## src/zsrl_pkg.sv

```systemverilog
// shared types and constants for the zoned slew rate limiter
package zsrl_pkg;

    localparam int DEFAULT_SAMPLE_BITS = 12;

    localparam int ZONE_STEP_W = 12;
    localparam int LAG_W       = 10;
    localparam int LAG_FRAC    = 8;
    localparam int THRESH_W    = 12;
    localparam int STEP_W      = ZONE_STEP_W + LAG_W - LAG_FRAC;
    localparam int RATE_W      = 16;

    localparam int CFG_INDEX_W = 3;
    localparam int CFG_DATA_W  = 12;

    localparam logic [CFG_INDEX_W-1:0] CFG_LOW_ZONE_STEP  = 3'd0;
    localparam logic [CFG_INDEX_W-1:0] CFG_MID_ZONE_STEP  = 3'd1;
    localparam logic [CFG_INDEX_W-1:0] CFG_HIGH_ZONE_STEP = 3'd2;
    localparam logic [CFG_INDEX_W-1:0] CFG_ACCEL_LAG      = 3'd3;
    localparam logic [CFG_INDEX_W-1:0] CFG_DECEL_LAG      = 3'd4;
    localparam logic [CFG_INDEX_W-1:0] CFG_AGGR_THRESHOLD = 3'd5;

    localparam logic [ZONE_STEP_W-1:0] ZONE_STEP_RESET = 12'd200;
    localparam logic [LAG_W-1:0]       LAG_RESET       = 10'd256;
    localparam logic [THRESH_W-1:0]    THRESH_RESET    = 12'd1000;

    localparam logic [RATE_W-1:0] RATE_MIN  = 16'd8000;
    localparam logic [RATE_W-1:0] RATE_SPAN = 16'd36100;

    typedef struct packed {
        logic [ZONE_STEP_W-1:0] low_zone_step;
        logic [ZONE_STEP_W-1:0] mid_zone_step;
        logic [ZONE_STEP_W-1:0] high_zone_step;
        logic [LAG_W-1:0]       accel_lag;
        logic [LAG_W-1:0]       decel_lag;
        logic [THRESH_W-1:0]    aggressive_threshold;
    } cfg_t;

endpackage

```

## src/zsrl_cfg.sv

```systemverilog
// configuration register file
module zsrl_cfg
(
    input  logic                               clk,
    input  logic                               rst_n,
    input  logic                               cfg_valid,
    output logic                               cfg_ready,
    input  logic [zsrl_pkg::CFG_INDEX_W-1:0]   cfg_index,
    input  logic [zsrl_pkg::CFG_DATA_W-1:0]    cfg_data,
    output zsrl_pkg::cfg_t                     cfg
);

    zsrl_pkg::cfg_t cfg_reg;
    zsrl_pkg::cfg_t cfg_next;

    assign cfg_ready = 1'b1;
    assign cfg       = cfg_reg;

    always_comb
    begin
        cfg_next = cfg_reg;
        if (cfg_valid)
        begin
            unique case (cfg_index)
                zsrl_pkg::CFG_LOW_ZONE_STEP:
                    cfg_next.low_zone_step = cfg_data[zsrl_pkg::ZONE_STEP_W-1:0];
                zsrl_pkg::CFG_MID_ZONE_STEP:
                    cfg_next.mid_zone_step = cfg_data[zsrl_pkg::ZONE_STEP_W-1:0];
                zsrl_pkg::CFG_HIGH_ZONE_STEP:
                    cfg_next.high_zone_step = cfg_data[zsrl_pkg::ZONE_STEP_W-1:0];
                zsrl_pkg::CFG_ACCEL_LAG:
                    cfg_next.accel_lag = cfg_data[zsrl_pkg::LAG_W-1:0];
                zsrl_pkg::CFG_DECEL_LAG:
                    cfg_next.decel_lag = cfg_data[zsrl_pkg::LAG_W-1:0];
                zsrl_pkg::CFG_AGGR_THRESHOLD:
                    cfg_next.aggressive_threshold = cfg_data[zsrl_pkg::THRESH_W-1:0];
                default:
                    cfg_next = cfg_reg;
            endcase
        end
    end

    always_ff @(posedge clk or negedge rst_n)
    begin
        if (!rst_n)
        begin
            cfg_reg.low_zone_step        <= zsrl_pkg::ZONE_STEP_RESET;
            cfg_reg.mid_zone_step        <= zsrl_pkg::ZONE_STEP_RESET;
            cfg_reg.high_zone_step       <= zsrl_pkg::ZONE_STEP_RESET;
            cfg_reg.accel_lag            <= zsrl_pkg::LAG_RESET;
            cfg_reg.decel_lag            <= zsrl_pkg::LAG_RESET;
            cfg_reg.aggressive_threshold <= zsrl_pkg::THRESH_RESET;
        end
        else
        begin
            cfg_reg <= cfg_next;
        end
    end

endmodule

```

## src/zsrl_slew.sv

```systemverilog
// input register, zoned step selection and smoothed level update
module zsrl_slew
#(
    parameter int SAMPLE_BITS = zsrl_pkg::DEFAULT_SAMPLE_BITS
)
(
    input  logic                          clk,
    input  logic                          rst_n,
    input  zsrl_pkg::cfg_t                cfg,
    input  logic                          in_valid,
    output logic                          in_ready,
    input  logic [SAMPLE_BITS-1:0]        sample,
    output logic                          lvl_valid,
    input  logic                          lvl_ready,
    output logic [SAMPLE_BITS-1:0]        level,
    output logic [zsrl_pkg::STEP_W-1:0]   step
);

    localparam int CW = ((SAMPLE_BITS > zsrl_pkg::STEP_W) ? SAMPLE_BITS
                                                           : zsrl_pkg::STEP_W) + 1;
    localparam int PW = zsrl_pkg::ZONE_STEP_W + zsrl_pkg::LAG_W;

    logic                        s0_valid_reg;
    logic                        s0_valid_next;
    logic [SAMPLE_BITS-1:0]      s0_sample_reg;
    logic                        s1_valid_reg;
    logic                        s1_valid_next;
    logic [SAMPLE_BITS-1:0]      level_reg;
    logic [SAMPLE_BITS-1:0]      level_next;
    logic [zsrl_pkg::STEP_W-1:0] step_reg;
    logic [zsrl_pkg::STEP_W-1:0] step_next;

    logic                          s0_ready;
    logic                          s1_ready;
    logic                          s0_move;
    logic                          rising;
    logic [SAMPLE_BITS-1:0]        gap;
    logic [zsrl_pkg::ZONE_STEP_W-1:0] base_step;
    logic [zsrl_pkg::LAG_W-1:0]    lag_sel;
    logic [PW-1:0]                 scaled_prod;
    logic                          use_scale;

    assign s1_ready  = !s1_valid_reg || lvl_ready;
    assign s0_ready  = !s0_valid_reg || s1_ready;
    assign s0_move   = s0_valid_reg && s1_ready;
    assign in_ready  = s0_ready;
    assign lvl_valid = s1_valid_reg;
    assign level     = level_reg;
    assign step      = step_reg;

    always_comb
    begin
        s0_valid_next = s0_valid_reg;
        if (s0_ready)
        begin
            s0_valid_next = in_valid;
        end
        s1_valid_next = s1_valid_reg;
        if (s0_move)
        begin
            s1_valid_next = 1'b1;
        end
        else if (lvl_ready)
        begin
            s1_valid_next = 1'b0;
        end
    end

    // zone of the current level, lag scaling on a fall or an aggressive rise, then the level step
    always_comb
    begin
        rising = s0_sample_reg > level_reg;
        gap    = rising ? (s0_sample_reg - level_reg) : (level_reg - s0_sample_reg);

        if (level_reg[SAMPLE_BITS-1:SAMPLE_BITS-2] == 2'b00)
        begin
            base_step = cfg.low_zone_step;
        end
        else if (level_reg[SAMPLE_BITS-1:SAMPLE_BITS-2] != 2'b11)
        begin
            base_step = cfg.mid_zone_step;
        end
        else
        begin
            base_step = cfg.high_zone_step;
        end

        lag_sel     = rising ? cfg.accel_lag : cfg.decel_lag;
        scaled_prod = PW'(base_step) * PW'(lag_sel);
        use_scale   = !rising || (CW'(gap) > CW'(cfg.aggressive_threshold));
        step_next   = use_scale ? scaled_prod[PW-1:zsrl_pkg::LAG_FRAC]
                                : zsrl_pkg::STEP_W'(base_step);

        if (CW'(gap) > CW'(step_next))
        begin
            if (rising)
            begin
                level_next = SAMPLE_BITS'(CW'(level_reg) + CW'(step_next));
            end
            else
            begin
                level_next = SAMPLE_BITS'(CW'(level_reg) - CW'(step_next));
            end
        end
        else
        begin
            level_next = s0_sample_reg;
        end
    end

    always_ff @(posedge clk or negedge rst_n)
    begin
        if (!rst_n)
        begin
            s0_valid_reg <= 1'b0;
            s1_valid_reg <= 1'b0;
            level_reg    <= '0;
        end
        else
        begin
            s0_valid_reg <= s0_valid_next;
            s1_valid_reg <= s1_valid_next;
            if (s0_move)
            begin
                level_reg <= level_next;
            end
        end
    end

    always_ff @(posedge clk)
    begin
        if (s0_ready && in_valid)
        begin
            s0_sample_reg <= sample;
        end
        if (s0_move)
        begin
            step_reg <= step_next;
        end
    end

endmodule

```

## src/zsrl_rate.sv

```systemverilog
// playback rate pipeline: level times span, divide by full scale, add minimum rate, output register
module zsrl_rate
#(
    parameter int SAMPLE_BITS = zsrl_pkg::DEFAULT_SAMPLE_BITS
)
(
    input  logic                          clk,
    input  logic                          rst_n,
    input  logic                          lvl_valid,
    output logic                          lvl_ready,
    input  logic [SAMPLE_BITS-1:0]        level,
    input  logic [zsrl_pkg::STEP_W-1:0]   step,
    output logic                          out_valid,
    input  logic                          out_ready,
    output logic [SAMPLE_BITS-1:0]        smoothed_value,
    output logic [zsrl_pkg::STEP_W-1:0]   step_used,
    output logic [zsrl_pkg::RATE_W-1:0]   playback_rate
);

    localparam int PW = SAMPLE_BITS + zsrl_pkg::RATE_W;
    localparam int RW = ((SAMPLE_BITS > zsrl_pkg::RATE_W) ? SAMPLE_BITS
                                                           : zsrl_pkg::RATE_W) + 1;
    localparam int QW = zsrl_pkg::RATE_W + 1;
    localparam logic [RW-1:0] FULL_SCALE = RW'((1 << SAMPLE_BITS) - 1);

    logic                        s2_valid_reg;
    logic                        s2_valid_next;
    logic [SAMPLE_BITS-1:0]      s2_level_reg;
    logic [zsrl_pkg::STEP_W-1:0] s2_step_reg;
    logic [PW-1:0]               s2_prod_reg;

    logic                        s3_valid_reg;
    logic                        s3_valid_next;
    logic [SAMPLE_BITS-1:0]      s3_level_reg;
    logic [zsrl_pkg::STEP_W-1:0] s3_step_reg;
    logic [zsrl_pkg::RATE_W-1:0] s3_quot_reg;
    logic [zsrl_pkg::RATE_W-1:0] s3_quot_next;
    logic [RW-1:0]               s3_rem_reg;
    logic [RW-1:0]               s3_rem_next;

    logic                        s4_valid_reg;
    logic                        s4_valid_next;
    logic [SAMPLE_BITS-1:0]      s4_level_reg;
    logic [zsrl_pkg::STEP_W-1:0] s4_step_reg;
    logic [zsrl_pkg::RATE_W-1:0] s4_rate_reg;
    logic [zsrl_pkg::RATE_W-1:0] s4_rate_next;

    logic          s2_ready;
    logic          s3_ready;
    logic          s4_ready;
    logic [RW-1:0] fold1_q;
    logic [RW-1:0] fold1_r;
    logic [RW-1:0] fold2_q;
    logic [RW-1:0] fold2_r;
    logic          round_up;
    logic [QW-1:0] quot;

    assign s4_ready  = !s4_valid_reg || out_ready;
    assign s3_ready  = !s3_valid_reg || s4_ready;
    assign s2_ready  = !s2_valid_reg || s3_ready;
    assign lvl_ready = s2_ready;

    assign out_valid      = s4_valid_reg;
    assign smoothed_value = s4_level_reg;
    assign step_used      = s4_step_reg;
    assign playback_rate  = s4_rate_reg;

    // first fold of the divide by 2^n - 1: p = q*2^n + r gives p - q*(2^n - 1) = r + q
    always_comb
    begin
        s3_quot_next = zsrl_pkg::RATE_W'(s2_prod_reg >> SAMPLE_BITS);
        s3_rem_next  = RW'(s2_prod_reg[SAMPLE_BITS-1:0]) + RW'(s3_quot_next);
    end

    // two more folds, a final correction and the minimum rate offset
    always_comb
    begin
        fold1_q      = s3_rem_reg >> SAMPLE_BITS;
        fold1_r      = RW'(s3_rem_reg[SAMPLE_BITS-1:0]) + fold1_q;
        fold2_q      = fold1_r >> SAMPLE_BITS;
        fold2_r      = RW'(fold1_r[SAMPLE_BITS-1:0]) + fold2_q;
        round_up     = fold2_r >= FULL_SCALE;
        quot         = QW'(s3_quot_reg) + QW'(fold1_q) + QW'(fold2_q) + QW'(round_up);
        s4_rate_next = zsrl_pkg::RATE_MIN + quot[zsrl_pkg::RATE_W-1:0];
    end

    always_comb
    begin
        s2_valid_next = s2_ready ? lvl_valid : s2_valid_reg;
        s3_valid_next = s3_ready ? s2_valid_reg : s3_valid_reg;
        s4_valid_next = s4_ready ? s3_valid_reg : s4_valid_reg;
    end

    always_ff @(posedge clk or negedge rst_n)
    begin
        if (!rst_n)
        begin
            s2_valid_reg <= 1'b0;
            s3_valid_reg <= 1'b0;
            s4_valid_reg <= 1'b0;
        end
        else
        begin
            s2_valid_reg <= s2_valid_next;
            s3_valid_reg <= s3_valid_next;
            s4_valid_reg <= s4_valid_next;
        end
    end

    always_ff @(posedge clk)
    begin
        if (s2_ready && lvl_valid)
        begin
            s2_level_reg <= level;
            s2_step_reg  <= step;
            s2_prod_reg  <= PW'(level) * PW'(zsrl_pkg::RATE_SPAN);
        end
        if (s3_ready && s2_valid_reg)
        begin
            s3_level_reg <= s2_level_reg;
            s3_step_reg  <= s2_step_reg;
            s3_quot_reg  <= s3_quot_next;
            s3_rem_reg   <= s3_rem_next;
        end
        if (s4_ready && s3_valid_reg)
        begin
            s4_level_reg <= s3_level_reg;
            s4_step_reg  <= s3_step_reg;
            s4_rate_reg  <= s4_rate_next;
        end
    end

endmodule

```

## src/zoned_slew_rate_limiter.sv

```systemverilog
// top level of the zoned slew rate limiter
//
//   channel   direction   handshake            payload
//   in        input       in_valid/in_ready    sample
//   out       output      out_valid/out_ready  smoothed_value, step_used, playback_rate
//   cfg       input       cfg_valid/cfg_ready  cfg_index, cfg_data
//
// one item per cycle sustained while out_ready stays high
// the smoothed level is computed combinationally and registered (one 12x10 multiply, compare, add)
// the playback rate takes three more stages: multiply, then folded divide by full scale
// every stage holds its item under a stall and frees as soon as the next stage moves
// reset clears the level to zero and loads the register defaults; cfg_ready stays high
module zoned_slew_rate_limiter
#(
    parameter int SAMPLE_BITS = zsrl_pkg::DEFAULT_SAMPLE_BITS
)
(
    input  logic                              clk,
    input  logic                              rst_n,
    input  logic                              in_valid,
    output logic                              in_ready,
    input  logic [SAMPLE_BITS-1:0]            sample,
    output logic                              out_valid,
    input  logic                              out_ready,
    output logic [SAMPLE_BITS-1:0]            smoothed_value,
    output logic [zsrl_pkg::STEP_W-1:0]       step_used,
    output logic [zsrl_pkg::RATE_W-1:0]       playback_rate,
    input  logic                              cfg_valid,
    output logic                              cfg_ready,
    input  logic [zsrl_pkg::CFG_INDEX_W-1:0]  cfg_index,
    input  logic [zsrl_pkg::CFG_DATA_W-1:0]   cfg_data
);

    zsrl_pkg::cfg_t              cfg;
    logic                        lvl_valid;
    logic                        lvl_ready;
    logic [SAMPLE_BITS-1:0]      level;
    logic [zsrl_pkg::STEP_W-1:0] step;

    zsrl_cfg u_cfg
    (
        .clk       (clk),
        .rst_n     (rst_n),
        .cfg_valid (cfg_valid),
        .cfg_ready (cfg_ready),
        .cfg_index (cfg_index),
        .cfg_data  (cfg_data),
        .cfg       (cfg)
    );

    zsrl_slew
    #(
        .SAMPLE_BITS (SAMPLE_BITS)
    )
    u_slew
    (
        .clk       (clk),
        .rst_n     (rst_n),
        .cfg       (cfg),
        .in_valid  (in_valid),
        .in_ready  (in_ready),
        .sample    (sample),
        .lvl_valid (lvl_valid),
        .lvl_ready (lvl_ready),
        .level     (level),
        .step      (step)
    );

    zsrl_rate
    #(
        .SAMPLE_BITS (SAMPLE_BITS)
    )
    u_rate
    (
        .clk            (clk),
        .rst_n          (rst_n),
        .lvl_valid      (lvl_valid),
        .lvl_ready      (lvl_ready),
        .level          (level),
        .step           (step),
        .out_valid      (out_valid),
        .out_ready      (out_ready),
        .smoothed_value (smoothed_value),
        .step_used      (step_used),
        .playback_rate  (playback_rate)
    );

endmodule

```

## config.mk

```make
export PLATFORM = sky130hd
export DESIGN_NAME = zoned_slew_rate_limiter
export DESIGN_NICKNAME = d
export VERILOG_FILES = /design/src/zsrl_pkg.sv /design/src/zsrl_cfg.sv /design/src/zsrl_slew.sv /design/src/zsrl_rate.sv /design/src/zoned_slew_rate_limiter.sv
export SDC_FILE = /design/constraint.sdc
export NUM_CORES = 1
export LEC_CHECK = 0
export BUFFER_PORTS_ARGS = -buffer_cell sky130_fd_sc_hd__clkbuf_2
export CORE_ASPECT_RATIO = 0.9
export CORE_UTILIZATION = 30
export CTS_BUF_LIST = sky130_fd_sc_hd__clkbuf_4 sky130_fd_sc_hd__clkbuf_8
export DETAILED_ROUTE_END_ITERATION = 12
export GPL_TIMING_DRIVEN = 0
export SLEW_MARGIN = 20
export SYNTH_ARGS = -nofsm -noshare
export SYNTH_HDL_FRONTEND = slang
export SYNTH_SLANG_ARGS = --single-unit
```

## constraint.sdc

```tcl
create_clock -name clk -period 15.45 [get_ports clk]
set_clock_uncertainty 0.15 [all_clocks]
set_input_delay 2.3175 -clock clk [delete_from_list [all_inputs] [get_ports clk]]
set_output_delay 2.3175 -clock clk [all_outputs]
set_load 0.01 [all_outputs]
```

======== Word level (Yosys, flattened, before mapping) ========
Cells that the tools add are included.
storage, ports and cells
  register bits ........................... 264
  output and inout bits ................... 45
  word-level logic and storage cells ...... 82
operators by class
  $add $sub $neg .......................... 11
  $mul .................................... 2
  magnitude comparators ................... 4
  equal/unequal tests ..................... 6
  muxes and demuxes ....................... 9
  reduce and logical (&&, ||, !) cells .... 26
operator list
  kind                                                                 number
  two-way mux 12 bit                                                   5
  subtractor 12 bit                                                    3
  adder 16 x 5 -> 16 bit                                               2
  adder 12 x 5 -> 13 bit                                               2
  multiplier 12 x 14 -> 26 bit, second input constant                  1
  > comparator 12 bit                                                  2
  multiplier 12 x 10 -> 22 bit                                         1
  adder 12 x 16 -> 17 bit                                              1
  greater-or-equal comparator 17 x 12 -> 1 bit, second input constant  1
  adder 13 x 16 -> 16 bit, first input constant                        1
  adder 16 x 1 -> 16 bit                                               1
  > comparator 12 x 14 -> 1 bit                                        1
  two-way mux 14 bit                                                   1
  adder 12 bit                                                         1
  AND reduction 2 bit                                                  6
  two-way mux 10 bit                                                   1
  == test 3 x 2 -> 1 bit, second input constant                        2
  == test 3 bit, second input constant                                 2
  zero test 1 bit                                                      6
  logical OR 1 bit                                                     6
  logical AND 1 bit                                                    5
  == test 3 x 1 -> 1 bit, second input constant                        1
  zero test 3 bit                                                      1
  zero test 2 bit                                                      1
  other kinds (3)                                                      4

======== Depth between registers and ports, before layout ========
  word-level depth ........................ 8
  mapped depth ............................ 48
  depth with buffers taken out ............ 44

======== By module ========
Synthesis repeated with hierarchy kept, for this count alone.
second synthesis, totals
  cell total of the unflattened synthesis .. 1737
  area, all modules ....................... 19296.0 µm²
by module, submodules not included
  module     times used  cells each  area each (µm²)
  zsrl_slew  1           985         8468.1
  zsrl_rate  1           602         8089.0
  zsrl_cfg   1           150         2738.9

======== Worst setup path after synthesis ========
No wires, ideal clock.
  path type ............................... register to register
  from .................................... register u_slew.level_reg[1], in the netlist u_slew.level[1]
  to ...................................... register u_slew.level_reg[11], in the netlist u_slew.level[11]
  setup time .............................. 141 ps
  data arrival time ....................... 10715 ps
  data required time ...................... 15159 ps
  path slack .............................. 4445 ps
  stages on the path, launching flop included .. 45
  path buffers ............................ 4
  period minus slack after synthesis ...... 11005 ps
  cell sequence ........................... dfrtp_1 > inv_1 > fa_1 > nand3_1 > a21oi_1 > o31a_1 > o21ai_2 > clkbuf_1 > clkbuf_1 > clkbuf_1 > nand2_1 > nand2_1 > nand2_1 > fa_1 > inv_1 > fa_1 > inv_1 > fa_1 > [... 9 more ...] > a21o_1 > a211oi_1 > a211o_1 > a31oi_1 > ha_1 > a21oi_1 > ha_1 > nor2b_1 > o31a_1 > o41ai_1 > o2111ai_1 > o211ai_1 > xnor2_1 > nor3_1 > a2111oi_4 > nand2_1 > a2111oi_1 > a211oi_2
on the way
  word-level cells in the longest chain between the ends .. 8
  elaborated cells on any way between the ends .. 15
ends and longest elaborated chain
  what                                                                                  RTL line          text
  start, declared                                                                       zsrl_slew.sv:28   logic [SAMPLE_BITS-1:0] level_reg;
  start signal, assigned                                                                zsrl_slew.sv:125  level_reg <= level_next;
  parallel branches: the longest is 7 deep, another holds multiplier 12 x 10 -> 22 bit  -
  two-way mux 12 bit (*)                                                                zsrl_slew.sv:94   if (CW'(gap) > CW'(step_next))
Mark *: on every way between the ends.
A chain may end at the register's enable or synchronous reset.

======== Worst setup path after layout ========
Same ends and word-level chain as after synthesis.

==> tab_implementation.tex <==
\begin{tabular}{lr}
\hline
Metric & Value \\
\hline
\multicolumn{2}{l}{\textbf{Worst hold path}} \\
\quad Hold Startpoint & u\_rate.s2\_step\_reg[6]\$\_DFFE\_PP\_ \\
\quad Hold-critical path depth & 0 \\
\quad Worst min path class & flop to flop \\
\quad Hold Crit Endpoint & u\_rate.s3\_step\_reg[6]\$\_DFFE\_PP\_ \\
\multicolumn{2}{l}{\textbf{Global routing}} \\
\quad Vias in the first global route & 13214 \\
\quad GR Overflow Total & 0 \\
\quad Pin count of the biggest net entering global routing & 86 \\
\quad Wire length of the first global-routing pass & 73200 um \\
\quad Antenna violations before repair & 1 \\
\quad Overall track demand over capacity in global routing & 14.8\% \\
\multicolumn{2}{l}{\textbf{Worst setup path}} \\
\quad Crit end category & flop \\
\quad Max FO, Critical Path & 11 \\
\quad Destination of the worst register-to-register timing path & u\_slew.level[11]\$\_DFFE\_PN0P\_ \\
\quad Reg2Reg Depth & 43 \\
\quad Required time at the endpoint of the critical path & 15.78 ns \\
\quad Max stage delay on crit path & 0.71 ns \\
\quad Worst reg-to-reg setup slack & 1.60 ns \\
\quad Worst Path Arrival & 14.18 ns \\
\quad CP max stage cell & sky130\_fd\_sc\_hd\_\_dfrtp\_1 \\
\quad Type of the worst setup path & flop to flop \\
\quad CP startpoint kind & flop \\
\quad RR Startpoint & u\_slew.level[1]\$\_DFFE\_PN0P\_ \\
\multicolumn{2}{l}{\textbf{STA}} \\
\quad Highest clock frequency the design can meet & 0.0722 GHz \\
\quad Finish-stage setup viols & 0 \\
\quad Setup repair after global routing missed its margin & false \\
\quad Remaining max-slew budget at the tightest pin & 23.3\% \\
\quad Pin slew with the least headroom to its limit & 1.14 ns \\
\quad Total Neg Setup Slack & 0 ns \\
\quad Post-layout minimum cycle time & 13.85 ns \\
\quad Fin crit share & 89.6\% \\
\quad Number of max-slew violations in the final report & 0 \\
\quad Final hold violation count & 0 \\
\quad Hold\_ws & 0.263 ns \\
\multicolumn{2}{l}{\textbf{Clocking}} \\
\quad CTS sink cnt & 256 \\
\quad CTS Root Buffer Type & sky130\_fd\_sc\_hd\_\_clkbuf\_8 \\
\quad Total clock buffers created by CTS & 44 \\
\quad Clock latency of the later-clocked register in the worst-skew pair & 0.62 ns \\
\quad Hold buffers post-CTS & 0 \\
\quad Count of buffers added by post-CTS timing repair for setup & 0 \\
\quad CTS resizes & 0 \\
\quad Deepest clock path buffer count & 3 \\
\quad \# H-tree levels & 2 \\
\quad TritonCTS clock tree & done \\
\quad Register clock-pin slew on the reported worst setup and hold paths & 0.06 ns \\
\multicolumn{2}{l}{\textbf{Finish}} \\
\quad Area overhead of the layout relative to synthesis & 13.2\% \\
\quad Filler cell count & 6127 \\
\quad Fraction of final layout cells with drive strength greater than 1 & 15.4\% \\
\quad Max reg flops & 68 \\
\quad Number of nets in the finished design & 2189 \\
\quad Most frequent standard cell in the layout excluding fill and tap cells & sky130\_fd\_sc\_hd\_\_ha\_1 \\
\quad Layout Cells excl Fill & 2698 \\
\quad Most frequent cells in the layout & 227 x sky130\_fd\_sc\_hd\_\_ha\_1, 216 x sky130\_fd\_sc\_hd\_\_inv\_1, 171 x sky130\_fd\_sc\_hd\_\_edfxtp\_1 \\
\multicolumn{2}{l}{\textbf{Run}} \\
\quad Number of maximum-capacitance constraint violations & 0 \\
\multicolumn{2}{l}{\textbf{Logic synthesis}} \\
\quad Syn\_area\_per\_cell & 11.0 um\^{}2 \\
\quad Flops \& latches, synth & 256 \\
\quad Total of warnings raised by yosys & 0 \\
\quad Synth Flop Type & sky130\_fd\_sc\_hd\_\_edfxtp\_1 \\
\quad Cell count after synthesis & 1704 \\
\quad Syn Std Cell Area & 18700 um\^{}2 \\
\quad Portion of the post-synthesis area used by sequential elements & 38.9\% \\
\quad Post-synthesis net count & 2065 \\
\quad Asr flop ratio synth & 33.2\% \\
\quad Count of flip-flops with a built-in enable after synthesis & 171 \\
\quad Number of unique standard cell types used by synthesis & 81 \\
\multicolumn{2}{l}{\textbf{Die}} \\
\quad Die area & 63500 um\^{}2 \\
\quad Die outline height & 239 um \\
\quad Die X & 265 um \\
\quad Row count & 86 \\
\quad Core area & 61400 um\^{}2 \\
\quad Ports & 77 \\
\quad Starting utilization of the core area & 30.5\% \\
\multicolumn{2}{l}{\textbf{Routing}} \\
\quad Number of DRC markers after the initial detailed-route iteration & 707 \\
\quad Routed length per placed instance & 17.1 um \\
\quad Total number of vias & 12881 \\
\quad Count of TritonRoute iterations in the first routing pass & 5 \\
\quad Post-route ant nets & 0 \\
\quad DRC violations left & 0 \\
\quad Detailed Route WL & 46100 um \\
\quad Average vias per placed instance & 4.77 \\
\multicolumn{2}{l}{\textbf{Place}} \\
\quad Count of port buffers added during placement & 75 \\
\quad Dpl cells & 2618 \\
\quad HPWL after DPL & 36300 um \\
\quad Weighted congestion reported at the end of routability-driven placement & 0.898 \\
\multicolumn{2}{l}{\textbf{Run status}} \\
\quad Run status & completed \\
\hline
\end{tabular}
==> area by class of cell <==
class | instances | area [um^2] | share of cell area (%)
Timing Repair Buffer | 78 | 452 | 2.13
Sequential cell | 256 | 7280 | 34.3
Clock buffer | 58 | 748 | 3.53
Antenna cell | 1 | 2.50 | 0.0118
Multi-Input combinational cell | 1193 | 10500 | 49.4
Tap cell | 836 | 1050 | 4.93
Clock inverter | 21 | 218 | 1.03
Inverter | 217 | 815 | 3.84
Buffer | 38 | 181 | 0.855
==> worst max-delay path: cells and delay by family (launching register included) <==
| family | cells | cell delay, ns |
|---|---|---|
| compound gates | 16 | 4.87 |
| simple gates | 7 | 1.10 |
| buf+inv | 10 | 2.61 |
| flops | 1 | 0.71 |
| xor+xnor | 1 | 0.26 |
| fa+ha+maj | 9 | 4.01 |
==> logic make-up (layout without fill, tap and decap cells) <==
kind of cell	count (synthesis)	after routing	synth area share [%]
xor gates and xnor gates	77	77	3.60
muxes	103	103	5.96
adders and majority gates	329	329	26.0
other	1	2	0.0200
AOI/OAI and AO/OA	288	288	10.6
buffers and inverters	255	412	5.31
and+or+nand+nor	395	395	9.59
DFF	256	256	38.9
==> worst max path at each step <==
stage	slack, ns	start	endpoint
after floorplan	4.44	u_slew.level[1]$_DFFE_PN0P_	u_slew.level[11]$_DFFE_PN0P_
after global placement	1.82	u_slew.level[1]$_DFFE_PN0P_	u_slew.level[11]$_DFFE_PN0P_
after detailed placement	1.64	u_slew.level[1]$_DFFE_PN0P_	u_slew.level[11]$_DFFE_PN0P_
after CTS	1.66	u_slew.level[1]$_DFFE_PN0P_	u_slew.level[11]$_DFFE_PN0P_
after global routing	0.92	u_slew.level[1]$_DFFE_PN0P_	u_slew.level[11]$_DFFE_PN0P_
final	1.60	u_slew.level[1]$_DFFE_PN0P_	u_slew.level[11]$_DFFE_PN0P_
==> synthesized netlist by cell type (all sizes together) (5+ instances only) <==
library cell    n  area share, %
o211ai         10           0.45
and2            9           0.30
nand2b         12           0.40
fa            102             11
mux2i          34            1.8
o21a           17           0.68
ha            227             15
a21boi          5           0.20
nor2          128            2.6
and3            8           0.27
o21bai         21           0.84
xnor2          62            2.9
a31oi           9           0.30
o21ai          51            1.5
nor3           19           0.53
o31ai           5           0.27
inv           216            4.3
nand2         139            2.8
mux2           69            4.1
buf            17           0.55
a21oi          87            2.4
dfrtp          68            9.1
a21o           25            1.0
xor2           15           0.70
clkbuf         21           0.42
or2             5           0.17
or3             9           0.30
a2111oi         7           0.51
edfxtp        171             27
nand3          27           0.72
a211oi         16           0.75
nor2b          11           0.37
nand4          13           0.43
dfstp          17            2.4
==> metrics by stage <==
step	setup slack, ns	utilization (%)	area, um^2
global route	0.918	34.5	21200
CTS	1.66	34.5	21200
floorplan	4.44	-	18700
finish	1.60	34.5	21200
global placement	1.82	32.8	20200
detailed placement	1.64	33.0	20300
==> per-layer routing <==
layer  global-route usage, %  part of all wire (%)
met1                    20.6                    48
met3                    2.66                   5.2
met4                    4.68                   2.4
met2                    23.2                    44
met5                       0                 0.020
Power is not shown: default switching activity piles up to over one toggle a cycle in this logic, so the estimate is an artifact.
